### src/sv/ipss_pkg.sv
// shared constants, types and an atan table function for the photon scatter step
`timescale 1ns / 1ps
`default_nettype none
package ipss_pkg;

    localparam int CORDIC_STEPS = 30;
    localparam int LOG_STEPS    = 30;
    localparam int SQRT_STEPS   = 32;

    localparam logic [31:0] CORDIC_K = 32'h26DD3B6A;
    localparam logic [31:0] PI_Q28   = 32'h3243F6A8;
    localparam logic [31:0] LN2_Q28  = 32'h0B172180;
    localparam logic signed [18:0] UNIT_DIR = 19'sd65536;

    localparam logic [31:0] MFP_RESET = 32'h0001_0000;

    typedef enum logic [0:0] {
        REG_MEAN_FREE_PATH = 1'b0
    } reg_index_t;

    function automatic logic signed [32:0] atan_q30(input logic [4:0] i);
        logic signed [32:0] r;
        begin
            case (i)
                5'd0:  r = 33'sh03243F6A8;
                5'd1:  r = 33'sh01DAC6705;
                5'd2:  r = 33'sh00FADBAFC;
                5'd3:  r = 33'sh007F56EA6;
                5'd4:  r = 33'sh003FEAB76;
                5'd5:  r = 33'sh001FFD55B;
                5'd6:  r = 33'sh000FFFAAA;
                5'd7:  r = 33'sh0007FFF55;
                5'd8:  r = 33'sh0003FFFEA;
                5'd9:  r = 33'sh0001FFFFD;
                5'd10: r = 33'sh0000FFFFF;
                5'd11: r = 33'sh00007FFFF;
                5'd12: r = 33'sh00003FFFF;
                5'd13: r = 33'sh00001FFFF;
                5'd14: r = 33'sh00000FFFF;
                5'd15: r = 33'sh000007FFF;
                5'd16: r = 33'sh000003FFF;
                5'd17: r = 33'sh000001FFF;
                5'd18: r = 33'sh000000FFF;
                5'd19: r = 33'sh0000007FF;
                5'd20: r = 33'sh0000003FF;
                5'd21: r = 33'sh0000001FF;
                5'd22: r = 33'sh0000000FF;
                5'd23: r = 33'sh00000007F;
                5'd24: r = 33'sh00000003F;
                5'd25: r = 33'sh00000001F;
                5'd26: r = 33'sh00000000F;
                5'd27: r = 33'sh000000007;
                5'd28: r = 33'sh000000003;
                5'd29: r = 33'sh000000001;
                default: r = '0;
            endcase
            return r;
        end
    endfunction

    // payload handed from cell to cell
    typedef struct packed {
        logic signed [31:0] pos_x;
        logic signed [31:0] pos_y;
        logic signed [31:0] pos_z;
        logic        [31:0] mfp;
        logic        [31:0] fc;
        logic         [1:0] quad;
        logic signed [33:0] cx;
        logic signed [33:0] cy;
        logic signed [32:0] cz;
        logic        [63:0] sq_n;
        logic        [63:0] sq_res;
        logic         [5:0] lz_exp;
        logic        [32:0] lg_m;
        logic        [29:0] lg_frac;
    } cell_data_t;

endpackage
`default_nettype wire

### src/sv/ipss_cell.sv
// one cell: a square root digit, plus a cordic rotation and a log squaring step while IDX is below their step counts
`timescale 1ns / 1ps
`default_nettype none
module ipss_cell
    import ipss_pkg::*;
#(
    parameter int IDX = 0
) (
    input  wire logic       aclk,
    input  wire logic       aresetn,
    input  wire logic       en,
    input  wire logic       vld_in,
    input  cell_data_t      d_in,
    output logic            vld_out,
    output cell_data_t      d_out
);

    localparam int SQ_SH = 62 - 2 * IDX;
    localparam logic [4:0] CI = 5'(IDX);

    logic       vld_reg;
    cell_data_t d_reg;
    cell_data_t d_next;

    logic signed [33:0] xs, ys;
    logic        [63:0] sq_bit;
    logic        [63:0] sq_trial;
    logic        [65:0] m_sq;
    logic        [33:0] m_new;

    always_comb begin
        d_next = d_in;
        // cordic step
        xs = d_in.cx >>> IDX;
        ys = d_in.cy >>> IDX;
        if (IDX < CORDIC_STEPS) begin
            if (!d_in.cz[32]) begin
                d_next.cx = d_in.cx - ys;
                d_next.cy = d_in.cy + xs;
                d_next.cz = d_in.cz - atan_q30(CI);
            end else begin
                d_next.cx = d_in.cx + ys;
                d_next.cy = d_in.cy - xs;
                d_next.cz = d_in.cz + atan_q30(CI);
            end
        end
        // square root digit
        sq_bit   = 64'd1 << SQ_SH;
        sq_trial = d_in.sq_res + sq_bit;
        if (d_in.sq_n >= sq_trial) begin
            d_next.sq_n   = d_in.sq_n - sq_trial;
            d_next.sq_res = (d_in.sq_res >> 1) + sq_bit;
        end else begin
            d_next.sq_res = d_in.sq_res >> 1;
        end
        // log squaring step
        m_sq  = 66'({d_in.lg_m} * {d_in.lg_m});
        m_new = 34'(m_sq >> 31);
        if (IDX < LOG_STEPS) begin
            if (m_new[32] || m_new[33]) begin
                d_next.lg_m    = 33'(m_new >> 1);
                d_next.lg_frac = {d_in.lg_frac[28:0], 1'b1};
            end else begin
                d_next.lg_m    = m_new[32:0];
                d_next.lg_frac = {d_in.lg_frac[28:0], 1'b0};
            end
        end
    end

    always_ff @(posedge aclk) begin
        if (!aresetn) begin
            vld_reg <= 1'b0;
        end else if (en) begin
            vld_reg <= vld_in;
        end
        if (en) begin
            d_reg <= d_next;
        end
    end

    assign vld_out = vld_reg;
    assign d_out   = d_reg;

endmodule
`default_nettype wire

### config.mk
export PLATFORM = sky130hd
export DESIGN_NAME = ipss_cell
export DESIGN_NICKNAME = d
export VERILOG_FILES = /design/src/sv/ipss_pkg.sv /design/src/sv/ipss_cell.sv
export SDC_FILE = /design/constraint.sdc
export NUM_CORES = 2
export LEC_CHECK = 0
export BUFFER_PORTS_ARGS = -buffer_cell sky130_fd_sc_hd__buf_4
export CAP_MARGIN = 20
export CORE_ASPECT_RATIO = 1.25
export CORE_MARGIN = 3
export CORE_UTILIZATION = 30
export CTS_BUF_LIST = sky130_fd_sc_hd__clkbuf_4
export CTS_CLUSTER_DIAMETER = 30
export DETAILED_ROUTE_END_ITERATION = 8
export GPL_TIMING_DRIVEN = 1
export SYNTH_ARGS = -nofsm -noshare
export SYNTH_HDL_FRONTEND = slang
export SYNTH_SLANG_ARGS = --single-unit
### constraint.sdc
create_clock -name aclk -period 12.4 [get_ports aclk]
set_input_delay 3.72 -clock aclk [delete_from_list [all_inputs] [get_ports aclk]]
set_output_delay 3.72 -clock aclk [all_outputs]
set_load 0.03 [all_outputs]
-- Yosys cells after proc, flatten, opt, wreduce, memory -nomap -nowiden
Index checks and enable logic that the tools add are counted.
- add/sub/neg operators: 8
- multiply operators: 1
- divide/modulo/power cells: 0
- $lt $le $gt $ge: 1
- equal/unequal tests: 0
- shift operators: 0
- muxes and demuxes: 4
- bitwise logic cells: 0
- reduce and logical (&&, ||, !) cells: 1
- operator list (operator ; count):
    $mux 63 ; 2
    $mux 101 ; 1
    $sub 34x34->34 ; 2
    $mul 33x33->65 ; 1
    $add 63x63->64 const B ; 1
    $add 64x63->64 const B ; 1
    $ge 64x64->1 ; 1
    $mux 64 ; 1
    $sub 64x64->64 ; 1
    $add 34x34->34 ; 1
    $add 33x31->33 const B ; 1
    $sub 33x31->33 const B ; 1
    $logic_or 1x1->1 ; 1
- bits in registers: 461
- bits in latches: 0
- memory bits (writable): 0
- bits in read-only memories: 0
- output and inout bits: 461
- logic and storage cells: 31
- memories kept: 0

-- Longest topological paths before layout
- depth in word-level cells: 3
- mapped depth: 34

-- Least setup slack after synthesis
OpenSTA, ideal clock, no wires.
- path kind: in2reg
- start point: input port d_in[41] in the netlist's numbering
- end point: register d_reg, in the netlist d_out[41], data pin
- library setup time: 0.260 ns
- arrival: 11.323 ns
- required time: 12.140 ns
- setup slack: 0.817 ns
- stages on the path: 28
- buffers on the path: 3
- cell sequence: clkbuf_1 clkbuf_1 nand2_1 fa_1 inv_1 fa_1 inv_1 fa_1 fa_1 inv_1 fa_1 fa_1 fa_1 inv_1 fa_1 inv_1 ha_1 nand4_1 nor4_2 a21oi_1 o211a_1 a2bb2oi_2 a211oi_1 o21ai_1 nand3b_1 mux2i_1 buf_2 mux2_2
- RTL lines (element ; RTL line ; RTL):
    start: declaration ; ipss_cell.sv:13 ; input cell_data_t d_in,
    end signal: assignment ; ipss_cell.sv:77 ; d_reg <= d_next;
    end: declaration ; ipss_cell.sv:22 ; cell_data_t d_reg;

==> flow_summary.ini <==
[global_routing]
grt_pass1_vias = 47300
grt_overflow = 0
grt_max_degree = 143
grt_pass1_wl_um = 344000
grtUsageTotal_pct = 25.9
antenna_found_initial = 66

[floorplanning]
io_pins = 925
rows = 175
coreArea_sq_um = 182000
die_x_um = 389
start_util_pct = 30.2
dieArea_sq_um = 189000
die_h_um = 485

[timing]
setup_ws_ns = 1.20
worst-slew-pin-transition_ns = 0.993
rsz0062_at_grt = no
fin_hold_ws_ns = 0.534
skew_ns = 0
clock.fmax_mhz = 89.3
final.period_utilization_pct = 90.4
period_needed_ns = 11.20
tns_ns = 0
finalMaxSlewViolations = 0
timing.slew.headroom_pct = 33.8
setup_viol = 0
finalHoldViolations = 0

[placement]
numPortBuffers = 923
dpl.hpwl_um = 212000
place_congestion = 0.983
post-place-ws_ns = 0.0604

[worst_setup_path]
crit_buf_inv = 10
cp.arrival_ns = 12.23
path_common_cell = fa_1
critPathKind = in2reg
critPathMaxStageDelay_ns = 0.55
crit_slowest_cell = fa_1
cp_max_fo = 17
start_kind = input port
crit_family = adder cells
endpoint_kind = register
critPathRequiredTime_ns = 13.43

[detailed_routing]
drt_pre_antenna_iters = 8
dr.first_iter.drc_count = 2988
drc_errors = 0
wl_per_cell_um = 27.2
routed_via_density = 4.89
ant_nets = 0
route.vias.total = 44400
totalWireLength_um = 247000

[cts]
cts.sinks = 460
insertion_delay_ns = 1.16
cts_root_buf = clkbuf_4
clk_pin_slew_ns = 0.07
cts_made_buffers = 148
postCtsSetupBuffers = 0
cts.htree.levels = 4
clock_path_buffers = 3
cts_hold_buf = 0
post_cts_resized = 0
cts_tree = done

[synth]
synth_seq_cells = 460
ys_seq_area_share_pct = 25.1
syn_area_sq_um = 55100
synth-main-ff-cell = edfxtp_1
synth_warnings = 0
syn_nets = 7116
synth_edf_count = 459
synth.avg_cell_area_sq_um = 10.3
syn_inst = 5329
synth_cell_types = 83
synthArstFlopShare_pct = 0

[status]
outcome = finished clean

[min_path]
hp-class = reg2reg

[layout]
final_cell_mix = inv_1 (1,242), buf_4 (1,236), fa_1 (865)
layout_commonest_cell = inv_1
drive_gt1_share_pct = 23.9
synthToLayoutAreaGrowth_pct = 25.5
final_nets = 8339

[job]
drv_cap = 0
state kept, by name (all words and copies together) (netlist names):
register,cells
d_out,459
vld_out,1
path summary, 6_finish.rpt:
check | startpoint | end | slack, ns | cells after the start
max | d_in[60] | d_out[48]$_DFFE_PP_ | 1.20 | 31
min reg2reg | vld_out$_SDFFE_PN0P_ | vld_out$_SDFFE_PN0P_ | 0.53 | 2
min | vld_out$_SDFFE_PN0P_ | vld_out$_SDFFE_PN0P_ | 0.53 | 2
max reg2reg | vld_out$_SDFFE_PN0P_ | vld_out$_SDFFE_PN0P_ | 11.80 | 2
stage by stage:
| step | cell area, sq um | instances | util, % |
|---|---|---|---|
| floorplan | 55100 | 5329 | - |
| global placement | 67100 | 8791 | 36.8 |
| detailed placement | 67100 | 8791 | 36.8 |
| CTS | 69100 | 9052 | 37.9 |
| global route | 69100 | 9070 | 37.9 |
| finish | 69100 | 9083 | 38.0 |
area by class of cell:
class | instances | area, sq um
Fill cell | 18300 | 113000
Sequential cell | 460 | 13800
Timing Repair Buffer | 1257 | 9690
Antenna cell | 31 | 77.6
Multi-Input combinational cell | 3435 | 35900
Tap cell | 2389 | 2990
Inverter | 1250 | 4690
Clock buffer | 182 | 1370
Clock inverter | 79 | 644
worst reg2reg max path, stage by stage (launching register included):
cell and delay (ns):
dfxtp_1 0.31, mux2i_1 0.12, nor2b_1 0.06
per-layer routing:
layer / part of all wire (%) / routed length [um] / GRT usage, %
met1: 36 / 89200 / 29.0
met5: 0.14 / 355 / 0
met4: 6.8 / 16800 / 14.9
met2: 46 / 114000 / 41.7
met3: 11 / 26500 / 10.4
synth_stat cells (18+ instances only):
| master | count | share of area (%) |
|---|---|---|
| inv_1 | 1243 | 8.5 |
| fa_1 | 865 | 31 |
| edfxtp_1 | 459 | 25 |
| ha_1 | 458 | 10 |
| nand2_1 | 425 | 2.9 |
| a21oi_1 | 223 | 2.0 |
| nor2_1 | 222 | 1.5 |
| and2_1 | 187 | 2.1 |
| clkbuf_1 | 162 | 1.1 |
| o21ai_0 | 139 | 1.3 |
| xnor2_1 | 138 | 2.2 |
| a21o_1 | 104 | 1.4 |
| xor2_1 | 60 | 0.95 |
| nor3_1 | 50 | 0.45 |
| o21bai_1 | 46 | 0.63 |
| mux2_2 | 38 | 0.78 |
| nand3_1 | 36 | 0.33 |
| nor2b_1 | 36 | 0.41 |
| mux2_4 | 33 | 0.90 |
| nand4_1 | 33 | 0.37 |
| nand2b_1 | 29 | 0.33 |
| a211oi_1 | 27 | 0.37 |
| mux2i_1 | 21 | 0.38 |
| and3_1 | 18 | 0.20 |
logic make-up after synthesis:
| logic type | Yosys count | share of synthesized area [%] |
|---|---|---|
| and+or+nand+nor | 1089 | 9.31 |
| buffers and inverters | 1434 | 9.87 |
| AOI/OAI and AO/OA | 733 | 8.73 |
| DFF | 460 | 25.1 |
| xor gates and xnor gates | 198 | 3.15 |
| adders and majority gates | 1323 | 41.8 |
| muxes | 92 | 2.06 |
Power is not shown: default switching activity piles up to over one toggle a cycle in this logic, so the estimate is an artifact.
